===== src/sv/assert_macros.svh =====
// assertion macros shared by the allocator rtl
// no dependencies; include where concurrent checks are written
`ifndef ASSERT_MACROS_SVH
`define ASSERT_MACROS_SVH

// property must hold at every rising clock edge outside reset
`define ASSERT_AT(label, clk, rst_n, prop, msg) \
  label: assert property (@(posedge clk) disable iff (!rst_n) prop) \
    else $error(msg);

// condition must never be true outside reset
`define ASSERT_NEVER(label, clk, rst_n, cond, msg) \
  `ASSERT_AT(label, clk, rst_n, !(cond), msg)

`endif


===== src/sv/gha_pkg.sv =====
// types and constants of the generational handle allocator
// no dependencies; imported by the front, back and top modules
package gha_pkg;

  localparam int unsigned MAX_SLOTS   = 1024;
  localparam int unsigned GEN_BITS    = 16;
  localparam int unsigned ID_W        = $clog2(MAX_SLOTS);
  localparam int unsigned CNT_W       = ID_W + 1;
  localparam int unsigned KIND_W      = 3;
  localparam int unsigned KIND_COUNT  = 6;
  localparam int unsigned CAMERA_KIND = 4;
  localparam int unsigned QUEUE_DEPTH = 2;

  typedef enum logic [3:0] {
    OP_CREATE      = 4'd0,
    OP_DESTROY     = 4'd1,
    OP_ALIVE       = 4'd2,
    OP_ADD_COMP    = 4'd3,
    OP_REMOVE_COMP = 4'd4,
    OP_HAS_COMP    = 4'd5,
    OP_SET_CAM     = 4'd6,
    OP_GET_CAM     = 4'd7,
    OP_BY_ID       = 4'd8,
    OP_CLEAR       = 4'd9
  } op_e;

  typedef enum logic [1:0] {
    STAT_OK   = 2'd0,
    STAT_MISS = 2'd1,
    STAT_FULL = 2'd2
  } status_e;

  typedef struct packed {
    logic [3:0]          opcode;
    logic [ID_W-1:0]     entity_id;
    logic [GEN_BITS-1:0] entity_generation;
    logic [KIND_W-1:0]   component_kind;
    logic                camera_active;
  } gha_req_t;

  typedef struct packed {
    status_e               status;
    logic [ID_W-1:0]       result_id;
    logic [GEN_BITS-1:0]   result_generation;
    logic [KIND_COUNT-1:0] component_mask;
  } gha_rsp_t;

  // classified item handed from the front to the back
  typedef struct packed {
    logic [3:0]            op;
    logic [ID_W-1:0]       id;
    logic [GEN_BITS-1:0]   gen;
    logic [KIND_COUNT-1:0] kind_bit;
    logic                  cam_kind;
    logic                  cam_on;
  } gha_job_t;

  // one slot memory word
  typedef struct packed {
    logic                  alive;
    logic [KIND_COUNT-1:0] pres;
    logic [GEN_BITS-1:0]   gen;
  } gha_slot_t;

endpackage


===== src/sv/gha_front.sv =====
// front end: accepts request items, classifies them, queues them
// depends on gha_pkg
module gha_front import gha_pkg::*; (
  input  logic     clk_i,
  input  logic     rst_ni,
  input  logic     in_valid_i,
  output logic     in_ready_o,
  input  gha_req_t in_item_i,
  output logic     job_valid_o,
  input  logic     job_ready_i,
  output gha_job_t job_o
);

  localparam int unsigned PTR_W = (QUEUE_DEPTH > 1) ? $clog2(QUEUE_DEPTH) : 1;

  gha_job_t         job_in;
  gha_job_t         q_mem [QUEUE_DEPTH];
  logic [PTR_W-1:0] wr_ptr_q, wr_ptr_d;
  logic [PTR_W-1:0] rd_ptr_q, rd_ptr_d;
  logic [PTR_W:0]   count_q, count_d;
  logic             push, pop;

  // classify the request
  always_comb begin
    job_in.op       = in_item_i.opcode;
    job_in.id       = in_item_i.entity_id;
    job_in.gen      = in_item_i.entity_generation;
    job_in.kind_bit = (in_item_i.component_kind < KIND_W'(KIND_COUNT)) ?
                      (KIND_COUNT'(1) << in_item_i.component_kind) : '0;
    job_in.cam_kind = (in_item_i.component_kind == KIND_W'(CAMERA_KIND));
    job_in.cam_on   = in_item_i.camera_active;
  end

  assign in_ready_o  = (count_q != (PTR_W+1)'(QUEUE_DEPTH));
  assign job_valid_o = (count_q != '0);
  assign job_o       = q_mem[rd_ptr_q];
  assign push        = in_valid_i && in_ready_o;
  assign pop         = job_valid_o && job_ready_i;

  always_comb begin
    wr_ptr_d = wr_ptr_q;
    rd_ptr_d = rd_ptr_q;
    count_d  = count_q;
    if (push) begin
      wr_ptr_d = (wr_ptr_q == PTR_W'(QUEUE_DEPTH - 1)) ? '0 : wr_ptr_q + 1'b1;
    end
    if (pop) begin
      rd_ptr_d = (rd_ptr_q == PTR_W'(QUEUE_DEPTH - 1)) ? '0 : rd_ptr_q + 1'b1;
    end
    if (push && !pop) begin
      count_d = count_q + 1'b1;
    end else if (pop && !push) begin
      count_d = count_q - 1'b1;
    end
  end

  always_ff @(posedge clk_i or negedge rst_ni) begin
    if (!rst_ni) begin
      wr_ptr_q <= '0;
      rd_ptr_q <= '0;
      count_q  <= '0;
    end else begin
      wr_ptr_q <= wr_ptr_d;
      rd_ptr_q <= rd_ptr_d;
      count_q  <= count_d;
    end
  end

  always_ff @(posedge clk_i) begin
    if (push) begin
      q_mem[wr_ptr_q] <= job_in;
    end
  end

endmodule


===== config.mk =====
export PLATFORM = sky130hd
export DESIGN_NAME = gha_front
export DESIGN_NICKNAME = d
export VERILOG_FILES = /design/src/sv/assert_macros.svh /design/src/sv/gha_pkg.sv /design/src/sv/gha_front.sv
export SDC_FILE = /design/constraint.sdc
export NUM_CORES = 1
export LEC_CHECK = 0
export BUFFER_PORTS_ARGS = -buffer_cell sky130_fd_sc_hd__clkbuf_2
export CORE_ASPECT_RATIO = 0.6
export CORE_MARGIN = 5
export CORE_UTILIZATION = 45
export CTS_BUF_LIST = sky130_fd_sc_hd__clkbuf_8
export CTS_CLUSTER_DIAMETER = 60
export DETAILED_ROUTE_END_ITERATION = 8
export PLACE_DENSITY = 0.72
export SYNTH_ARGS = -nofsm -noshare
export SYNTH_HDL_FRONTEND = slang
export SYNTH_SLANG_ARGS = --single-unit

===== constraint.sdc =====
create_clock -name clk_i -period 6.7 [get_ports clk_i]
set_clock_uncertainty 0.15 [all_clocks]
set_input_delay 0.335 -clock clk_i [delete_from_list [all_inputs] [get_ports clk_i]]
set_output_delay 0.335 -clock clk_i [all_outputs]
set_load 0.02 [all_outputs]

* Yosys cells after proc, flatten, opt, wreduce, memory -nomap -nowiden *
Memories as Yosys holds them, arrays and structs flattened.
Index checks and enable logic that the tools add are counted.

word-level totals
  bits in registers = 4
  bits in latches = 0
  bits in writable memories = 76
  bits in read-only memories = 0
  input port bits = 38
  output and inout port bits = 40
  word-level logic and storage cells = 27
  memories = 1

operators by class
  add/subtract/negate cells = 4
  multipliers = 0
  div/mod/pow operators = 0
  order comparisons = 1
  eq/ne operators = 2
  shift-type cells = 1
  multiplexer cells = 7
  bitwise gates (word level) = 0
  reductions and logical operators = 8

memories
  name   depth  width  read ports  clocked after Yosys merged registers in  write ports  line             source
  q_mem  2      38     1           0                                        1            gha_front.sv:17  gha_job_t q_mem [QUEUE_DEPTH];

operators by type and width
  kind                   number
  $mux W6                1
  $shl A1 B3 Y6 const A  1
  $logic_and A1 B1 Y1    4
  $mux W1                4
  $mux W2                2
  $reduce_bool A2 Y1     2
  $eq A3 B3 Y1 const B   1
  $lt A3 B3 Y1 const B   1
  $add A1 B1 Y1 const B  2
  $add A2 B1 Y2 const B  1
  $logic_not A1 Y1       2
  $ne A2 B2 Y1 const B   1
  $sub A2 B1 Y2 const B  1

* Longest topological paths before layout *
Gate-level depths: netlist (run 1).

  depth after elaboration = 6
  depth in mapped cells = 7
  depth with buffers taken out = 7

* Worst setup path before layout (run 1) *
OpenSTA, ideal clock, no wires.

  kind = flip-flop to flip-flop
  start = register count_q[0]
  end = memory q_mem[0][0] (netlist bit) (enable)
  setup time = 0.433 ns
  arrival time = 2.402 ns
  data required time = 6.117 ns
  slack = 3.715 ns
  cell stages (with the launch flop) = 4
  buffers on the path = 0
  clock period less this slack = 2.985 ns
  cells stage by stage = dfrtp_1 > nand2b_1 > nand2_1 > nor2_1

on the way
  word-level cells in the longest chain between the ends = 4

RTL lines
  what                           line             source
  start, declared                gha_front.sv:20  logic [PTR_W:0] count_q, count_d;
  start signal, assigned         gha_front.sv:65  count_q <= count_d;
  $ne A2 B2 Y1                   gha_front.sv:34  assign in_ready_o = (count_q != (PTR_W+1)'(QUEUE_DEPTH));
  named net in_ready_o           gha_front.sv:7   output logic in_ready_o,
  $logic_and A1 B1 Y1            gha_front.sv:37  assign push = in_valid_i && in_ready_o;
  $mux W1                        gha_front.sv:70  if (push) begin
  $mux W1 (implied by the code)  gha_front.sv:71  q_mem[wr_ptr_q] <= job_in;
  end, declared                  gha_front.sv:17

The timed path passes the listed nets, and every way through them passes these cells.

==> flow_summary.ini, run 1 <==
[critical_path]
critPathRequiredTime_ns = 6.21
worstSetupPathType = reg2out
startpoint_type = register
rr_worst_depth = 3
crit_path_start = rd_ptr_q
cp-end-kind = primary output
r2r-start = count_q[0]
cp.arrival_ns = 1.98
path_max_fanout = 39

[sta]
tns_ns = 0
rsz0062_at_grt = no
fmax_mhz = 406
finalSetupViolations = 0
hold_viol = 0
fin_crit_sh_pct = 36.7
drv_slew = 0
worst_slack_ns = 4.24
worstMarginPinSlew_ns = 1.09
slew_headroom_pct = 26.9
finalCriticalPeriod_ns = 2.46

[layout]
multi_input_area_sq_um = 616
antenna_cells = 0
drive_above_1_share_pct = 56.4
final_common_cell = clkbuf_2
most-common-layout-cells = clkbuf_2 (77), edfxtp_1 (76), mux2_2 (28)
register_area_sq_mm = 0.00238
nets = 268
syn2layout_area_growth_pct = 21.7
num-fill-cells = 540

[yosys]
ys_warn_count = 0
synth-seq-cells = 80
syn_area_sq_mm = 0.00303
synthAdderAreaFrac_pct = 0.412
postSynthAreaPerCell_sq_um = 21.1
synth_top_area_cell = edfxtp_1
synth_top_family_by_area = multiplexers
synth_cells = 144
ys_seq_area_share_pct = 78.5
netlist.area_leader.share_pct = 75.2
synth_compound_area_share_pct = 0
synthTopCellsByArea = edfxtp_1 (75%), mux2_2 (10%), mux2_4 (4.9%), dfrtp_1 (3.3%), nor3b_1 (0.99%)
synthXorXnorAreaFrac_pct = 1.44
synth_nets = 183
muxShareOfSynthArea_pct = 15.3
yosys.area_share.simple_pct = 2.80
synth_cell_type_count = 19

[power]
ir_drop_mv = 0.357
power_density_mw_per_mm2 = 441
p_clk_share_pct = 20.1
power.total_mw = 1.63
power.share.sequential_pct = 47.4
p_int_mw = 1.09
switching_power_mw = 0.541
sw_frac_of_total_pct = 33.3
p_comb_share_pct = 32.5
p_leak_nw = 1.43

[clocking]
clockRootBuffer = clkbuf_8
cts_sinks = 80
cts_max_path_buffers = 2
cts_made_buffers = 9
ctsResizeCount = 0
cts_tree = done
clkTransAtPathRegs_ns = 0.07
clk_latency_ns = 0.34
postCtsSetupBuffers = 0
cts.htree.levels = 3

[floorplan]
floorplan.die_area_sq_mm = 0.00854
die_w_microns = 116
core-area_sq_mm = 0.00662
start_util_pct = 45.8
num_io_pins = 78
placementRows = 23
die_h_microns = 73.6

[global_routing]
grt_start_max_net_pins = 40
track_usage_pct = 13.1
antenna_found_initial = 0
grt_pass1_wl_microns = 8140
grt_overflow = 0
grt_pass1_vias = 1650

[detailed_routing]
first_pass_iters = 4
drc = 0
routed_wl_microns = 5170
ant_nets = 0
vias = 1519
drt_iter0_markers = 25
vias_per_cell = 4.73
avgRoutedWirePerCell_microns = 16.1

[flow_run]
cap_viol_max_count = 0

[hold_path]
hp-class = in2reg
hold_path_startpoint = in_item_i[6]
hold_depth = 1

[status]
status = completed

[place]
portBuffers = 77
place_ws_ns = 4.56
gp_congestion = 0.801
place_hpwl_microns = 3340
==> final cells by class <==
class | instances | area share [%]
Clock inverter | 7 | 1.69
Sequential cell | 80 | 64.5
Clock buffer | 9 | 3.35
Multi-Input combinational cell | 59 | 16.7
Tap cell | 87 | 2.95
Timing Repair Buffer | 78 | 10.7
Inverter | 1 | 0.102
==> stage by stage <==
| step | utilization (%) | area [sq um] | cells | hold WS (ns) |
|---|---|---|---|---|
| after CTS | 55.8 | 3690 | 321 | 0.0107 |
| after global placement | 52.8 | 3500 | 304 | 0.0000716 |
| final | 55.8 | 3690 | 321 | 0.0311 |
| after global routing | 55.8 | 3690 | 321 | 0.0117 |
| after detailed placement | 52.8 | 3500 | 304 | 0.000396 |
| after floorplan | - | 3030 | 144 | -0.111 |
==> cell usage after synthesis <==
cell type  instances
buf_8              1
nor3_1             1
nand2_1            3
xnor2_1            3
xor2_1             2
buf_6              1
or2_1              1
mux2_2            28
and3b_1            1
edfxtp_1          76
and3_1             1
nor2_1             3
nor3b_1            4
dfrtp_1            4
ha_1               1
nand2b_1           1
mux2_4            10
buf_4              2
inv_1              1
==> critical path, stage by stage, from the launching register on <==
cell and delay [ns]:
dfrtp_2 1.03, mux2_2 0.43, clkbuf_2 0.16
==> power by group through the flow <==
stage          registers (mW)  clock network (mW)  logic [mW]
6_report                0.771               0.328       0.529
3_5_place_dp            0.785                   0       0.537
3_3_place_gp            0.779                   0       0.532
2_1_floorplan           0.724                   0       0.436
5_1_grt                 0.789               0.359       0.567
4_1_cts                 0.775               0.339       0.541
==> routing by layer <==
layer,vias up,part of all wire [%],global-route usage [%]
li1,725,-,-
met1,733,47,17.4
met2,55,43,19.9
met3,6,8.2,5.60
met4,0,0.85,3.86
met5,-,0,0
==> kinds of logic after synthesis <==
kind of cell,after synthesis
xor gates and xnor gates,5
adders and majority gates,1
buffers and inverters,5
DFF,80
muxes,38
and+or+nand+nor,15
==> repair_timing <==
| action | CTS | global route |
|---|---|---|
| endpoints found under the hold margin | 4 | 0 |
| hold buffers | 1 | 0 |
| setup endpoints to repair | 0 | 0 |
==> path summary, 6_finish.rpt <==
path                       slack, ns            to
setup / recovery                4.24     job_o[34]
hold / removal                  0.03  q_mem[1][10]
setup reg to reg                4.60  q_mem[0][29]
hold reg to reg                 0.36    count_q[1]
max in group asynchronous       6.06      rd_ptr_q
min in group asynchronous       0.19    count_q[0]
==> state kept, by name, summed over array words and instances, names as in the netlist <==
name      cells
rd_ptr_q      1
wr_ptr_q      1
count_q       2
q_mem        76
(Power assumes the default switching activity.)
==> inputs of run 2 (changes only) <==
--- a/config.mk
+++ b/config.mk
@@ -5,6 +5,7 @@
 export SDC_FILE = /design/constraint.sdc
 export NUM_CORES = 1
 export LEC_CHECK = 0
+export ABC_AREA = 1
 export BUFFER_PORTS_ARGS = -buffer_cell sky130_fd_sc_hd__clkbuf_2
 export CORE_ASPECT_RATIO = 0.6
 export CORE_MARGIN = 5
==> constraint.sdc (replaced) <==
create_clock -name clk_i -period 2.31 [get_ports clk_i]
set_clock_uncertainty 0.15 [all_clocks]
set_input_delay 0.1155 -clock clk_i [delete_from_list [all_inputs] [get_ports clk_i]]
set_output_delay 0.1155 -clock clk_i [all_outputs]
set_load 0.02 [all_outputs]
==> run 2 against run 1 <==
  * Non-clock buffer count up 42
  * Core utilization increased by 6.2 points
  * Hold slack gained 0.065 ns
  * Synthesized cell count is 65% higher
  * Flip-flop and latch count is the same
  * Critical path depth up 2
  * Final area increased by 11%
  * Largest power group unchanged
  * Clock-buffer cell count is the same
  * Die area decreased by 0.36%
  * Clock power rose to 2.9 times the previous value
  * Sequential power increased to 2.7 times the previous value
  * Combinational power rose to 3.6 times the previous value
  * Largest cell class unchanged
  * Highest routed layer unchanged
==> flow_summary.ini, run 2 <==
[sta]
worstMarginPinSlew_ns = 0.690
drv_slew = 0
rsz0062_at_grt = no
finalCriticalPeriod_ns = 1.94
fin_crit_sh_pct = 83.8
fmax_mhz = 516
finalSetupViolations = 0
hold_viol = 0
slew_headroom_pct = 53.9

[floorplan]
die_h_microns = 73.5
start_util_pct = 45.9
num_io_pins = 78
floorplan.die_area_sq_mm = 0.00851
placementRows = 23
die_w_microns = 116
core-area_sq_mm = 0.00659

[yosys]
synth_cell_type_count = 14
synth_edf_count = 76
postSynthAreaPerCell_sq_um = 12.7
netlist.area_leader.share_pct = 75.5
ys_async_sr_fraction_pct = 5.00
synth_most_common_cell = nand2_1
ys_warn_count = 0
ys.flop_type = edfxtp_1
synth-seq-cells = 80
synth_nets = 276
syn_area_sq_mm = 0.00302
synth_top_area_cell = edfxtp_1
synth_common_cells = nand2_1 (124), edfxtp_1 (76), inv_1 (9)
synth_cells = 237
ys_seq_area_share_pct = 78.8
synthTopCellsByArea = edfxtp_1 (76%), nand2_1 (15%), dfrtp_1 (3.3%), nor3_1 (1.2%), inv_1 (1.1%)

[clocking]
cts_made_buffers = 9
clk_latency_ns = 0.34
cts.htree.levels = 3
clockRootBuffer = clkbuf_8
cts_max_path_buffers = 2
cts_tree = done
cts_hold_buf = 38
clkTransAtPathRegs_ns = 0.07
cts_sinks = 80
postCtsSetupBuffers = 0
ctsResizeCount = 0

[critical_path]
critPathRequiredTime_ns = 2.04
ff2ff_setup_slack_ns = 0.60
startpoint_type = register
cp.arrival_ns = 1.67
worstSetupPathType = reg2out
rr_worst_depth = 9
cp-end-kind = primary output
r2r-start = count_q[0]
path_max_fanout = 39
r2r_end = count_q[1]
crit_path_start = rd_ptr_q
crit_end = job_o[36]

[power]
ir_drop_mv = 0.843
p_leak_nw = 1.81
power_density_mw_per_mm2 = 1210
power.total_mw = 4.94

[place]
place_hpwl_microns = 3850
gp_congestion = 0.806
portBuffers = 77
place_area_sq_mm = 0.00352

[layout]
register_area_sq_mm = 0.00238
nets = 399
largest_reg_flops = 76
final_common_cell = nand2_1
num-fill-cells = 525
most-common-layout-cells = nand2_1 (124), clkbuf_2 (77), edfxtp_1 (76)
top_register = q_mem
syn2layout_area_growth_pct = 35.3
design_area_sq_mm = 0.00409
antenna_cells = 0
biggestRegsByFlops = q_mem (76), count_q (2)
multi_input_area_sq_um = 569
drive_above_1_share_pct = 27.1

[flow_run]
cap_viol_max_count = 0

[global_routing]
antenna_found_initial = 0
grt_pass1_vias = 2009
grt_start_max_net_pins = 40
track_usage_pct = 15.7
grt_pass1_wl_microns = 9850
grt_overflow = 0

[hold_path]
hp-class = in2reg

[detailed_routing]
ant_nets = 0
first_pass_iters = 5
routed_wl_microns = 6280
drc = 0
drt_iter0_markers = 118
vias = 2108
avgRoutedWirePerCell_microns = 13.9
vias_per_cell = 4.66

[status]
status = completed
[run 2: changes by cell type after synthesis, sizes merged, moves of 2 or more]
cell	previous run	this run
nand2	3	124
buf	4	8
inv	1	10
nor3b	4	0
nand3	0	2
nor3	1	7
mux2	38	0
xnor2	3	1
[run 2: how the worst min path moves through the flow]
stage / end / slack (ns) / cells past startpoint / startpoint
finish: wr_ptr_q / 0.1 / 3 / in_valid_i
global route: wr_ptr_q / 0.11 / 3 / in_valid_i
CTS: wr_ptr_q / 0.09 / 3 / in_valid_i
detailed placement: rd_ptr_q / -0.22 / 1 / rst_ni
global placement: count_q[0] / -0.22 / 1 / rst_ni
floorplan: count_q[0] / -0.33 / 0 / rst_ni
[run 2: layer usage]
metal  routed length, microns  vias to the layer above  track usage (%)
met3                      605                        8             6.91
li1                         -                     1034                -
met1                     2750                      976             20.4
met4                       46                        0             4.25
met2                     2880                       90             24.5
met5                        0                        -                0
[run 2: cells by family after synthesis]
kind of cell	Yosys count	synth area share [%]
xor+xnor	2	0.580
fa+ha+maj	1	0.414
buf+inv	18	2.82
flops	80	78.8
simple gates	136	17.4
[run 2: report_power, final]
part / switching [mW] / total [mW] / internal, mW / leakage, nW
clock: 0.473 / 0.963 / 0.489 / 0.0978
combinational: 1.35 / 1.90 / 0.552 / 0.950
sequential: 0.0877 / 2.07 / 1.98 / 0.759
total: 1.91 / 4.94 / 3.03 / 1.81
[run 2: layout make-up]
cell class | count | share of cell area [%]
sequential | 80 | 58.3
tap | 87 | 2.66
timing repair buffer | 120 | 19.6
clock inverter | 7 | 1.56
clock buffer | 9 | 3.03
multi-input combinational | 139 | 13.9
inverter | 10 | 0.918
[run 2: critical path, stage by stage (launching register included)]
cell and delay (ns):
dfrtp_1 0.40, inv_2 0.51, nand2_1 0.11, nand2_1 0.12
clkbuf_2 0.17
[run 2: through the flow]
stage               instances  hold slack [ns]  setup WS [ns]  setup TNS (ns)  utilization [%]
finish                    452           0.0958          0.373               0             62.0
global placement          398           -0.218          0.671               0             53.4
detailed placement        398           -0.219          0.601               0             53.4
global route              452            0.114          0.192               0             62.0
CTS                       452           0.0924          0.350               0             62.0
floorplan                 237           -0.330        -0.0299           -2.28                -
==> inputs of run 3 (changes only) <==
--- a/config.mk
+++ b/config.mk
@@ -13,7 +13,7 @@
 export CTS_BUF_LIST = sky130_fd_sc_hd__clkbuf_8
 export CTS_CLUSTER_DIAMETER = 60
 export DETAILED_ROUTE_END_ITERATION = 8
-export PLACE_DENSITY = 0.72
+export PLACE_DENSITY = 0.74
 export SYNTH_ARGS = -nofsm -noshare
 export SYNTH_HDL_FRONTEND = slang
 export SYNTH_SLANG_ARGS = --single-unit
==> constraint.sdc (replaced) <==
create_clock -name clk_i -period 1.75 [get_ports clk_i]
set_clock_uncertainty 0.15 [all_clocks]
set_input_delay 0.0875 -clock clk_i [delete_from_list [all_inputs] [get_ports clk_i]]
set_output_delay 0.0875 -clock clk_i [all_outputs]
set_load 0.02 [all_outputs]
==> run 3 against run 2 <==
  * Register-to-register slack lost 0.40 ns
  * Clock power rose by 28%
  * Cell count rose by 0.66%
  * Sequential power grew 32%
  * Sequential share of layout area down 1.1 points
  * Routed wire length is 6.1% lower
  * Largest power group unchanged
  * Combinational power grew 38%
  * Power increased by 34%
  * Largest cell class unchanged
  * Via count down 2.3%
==> flow_summary.ini, run 3 (synthesis gave the netlist of run 2 again) <==
[status]
status = completed

[critical_path]
path_max_fanout = 18
r2r_end = count_q[1]
cp-end-kind = primary output
cp_cell_sequence = inv_2, buf_4, nand2_1, nand2_1, clkbuf_2
critPathRequiredTime_ns = 1.51
cp.arrival_ns = 1.36
startpoint_type = register
crit_family = buffers and inverters
max_stage_delay_ns = 0.40
r2r-start = count_q[0]
slowest_stage = dfrtp_1
rr_worst_depth = 9
critPathBufInv = 3
worstSetupPathType = reg2out
ff2ff_setup_slack_ns = 0.20
crit_top_cell = nand2_1

[sta]
rsz0062_at_grt = no
tns_ns = 0
slew_headroom_pct = 80.5
hold_slack_ns = 0.327
hold_viol = 0
worstMarginPinSlew_ns = 0.290
drv_slew = 0
finalSetupViolations = 0
finalCriticalPeriod_ns = 1.60
fmax_mhz = 627
fin_crit_sh_pct = 91.2

[layout]
antenna_cells = 0
post-route-util_pct = 63.3
final_common_cell = nand2_1
top_register = q_mem
biggestRegsByFlops = q_mem (76), count_q (2)
most-common-layout-cells = nand2_1 (122), clkbuf_2 (77), edfxtp_1 (76)
nets = 403
drive_above_1_share_pct = 28.0
syn2layout_area_growth_pct = 38.0
fin_cells = 455
largest_reg_flops = 76

[detailed_routing]
first_pass_iters = 4
drt_iter0_markers = 126
ant_nets = 0
routed_wl_microns = 5900
vias = 2059
avgRoutedWirePerCell_microns = 13.0
vias_per_cell = 4.53
drc = 0

[clocking]
cts.htree.levels = 3
cts_sinks = 80
postCtsSetupBuffers = 0
cts_made_buffers = 9
clockRootBuffer = clkbuf_8
clkTransAtPathRegs_ns = 0.07
cts_tree = done
cts_max_path_buffers = 2
clk_latency_ns = 0.34

[floorplan]
placementRows = 23
floorplan.die_area_sq_mm = 0.00851
die_h_microns = 73.5
core-area_sq_mm = 0.00659
die_w_microns = 116
start_util_pct = 45.9
num_io_pins = 78

[hold_path]
hp-class = in2reg
hold_path_startpoint = in_item_i[14]
min_to = q_mem[1][18]
hold_depth = 2

[place]
place_hpwl_microns = 3700
portBuffers = 77
gp_congestion = 0.765
post-place-cells = 401

[global_routing]
grt_start_max_net_pins = 22
track_usage_pct = 14.9
grt_pass1_wl_microns = 9310
antenna_found_initial = 0
grt_overflow = 0
grt_pass1_vias = 2000

[power]
ir_drop_mv = 0.769
p_leak_nw = 1.85
power_density_mw_per_mm2 = 1580

[flow_run]
cap_viol_max_count = 0
-- run 3: cell count changes in the layout (fill, tap and decap cells not counted), sizes merged --
| cell | before | now |
|---|---|---|
| inv | 11 | 13 |
| buf | 5 | 8 |
| clkinv | 4 | 2 |
| clkinvlp | 1 | 0 |
| dlygate4sd3 | 38 | 39 |
-- run 3: where the power goes --
part | internal (mW) | switching [mW]
registers | 2.62 | 0.124
clock network | 0.636 | 0.595
logic | 0.848 | 1.79
-- run 3: what timing repair did --
action | in CTS | in global routing
setup endpoints to repair | 0 | 1
endpoints found under the hold margin | 82 | 0
hold buffers | 39 | 0
resized for setup | 0 | 1
-- run 3: final cells by class --
type | count | area (sq um)
fill | 518 | 2420
sequential | 80 | 2380
timing repair buffer | 124 | 877
multi-input combinational | 139 | 584
clock buffer | 9 | 124
tap | 87 | 109
clock inverter | 6 | 55.1
inverter | 10 | 37.5
-- run 3: through the flow --
stage | worst slack (ns) | power, mW | cell area (sq um)
after floorplan | -0.0252 | 4.44 | 3050
after global placement | 0.233 | 5.33 | 3600
after detailed placement | 0.211 | 5.39 | 3600
after CTS | 0.0986 | 6.69 | 4170
after global routing | 0.0318 | 7.04 | 4170
final | 0.155 | 6.61 | 4170
-- run 3: routing by layer --
layer  GRT usage, %  vias up  part of all wire (%)
met4           5.02        0                   1.4
met5              0        -                     0
met2           24.7       70                    48
met3           6.26       10                   9.2
met1           17.8      935                    41
li1               -     1044                     -
-- run 3: worst max-delay path by stage --
stage	start	end	slack, ns	cells past startpoint
after global placement	count_q[0]	count_q[1]	0.23	9
after detailed placement	count_q[0]	count_q[1]	0.21	9
after global routing	rd_ptr_q	job_o[7]	0.03	5
after CTS	rd_ptr_q	job_o[29]	0.1	5
after floorplan	count_q[0]	q_mem[0][0]	-0.03	4
final	rd_ptr_q	job_o[7]	0.15	5
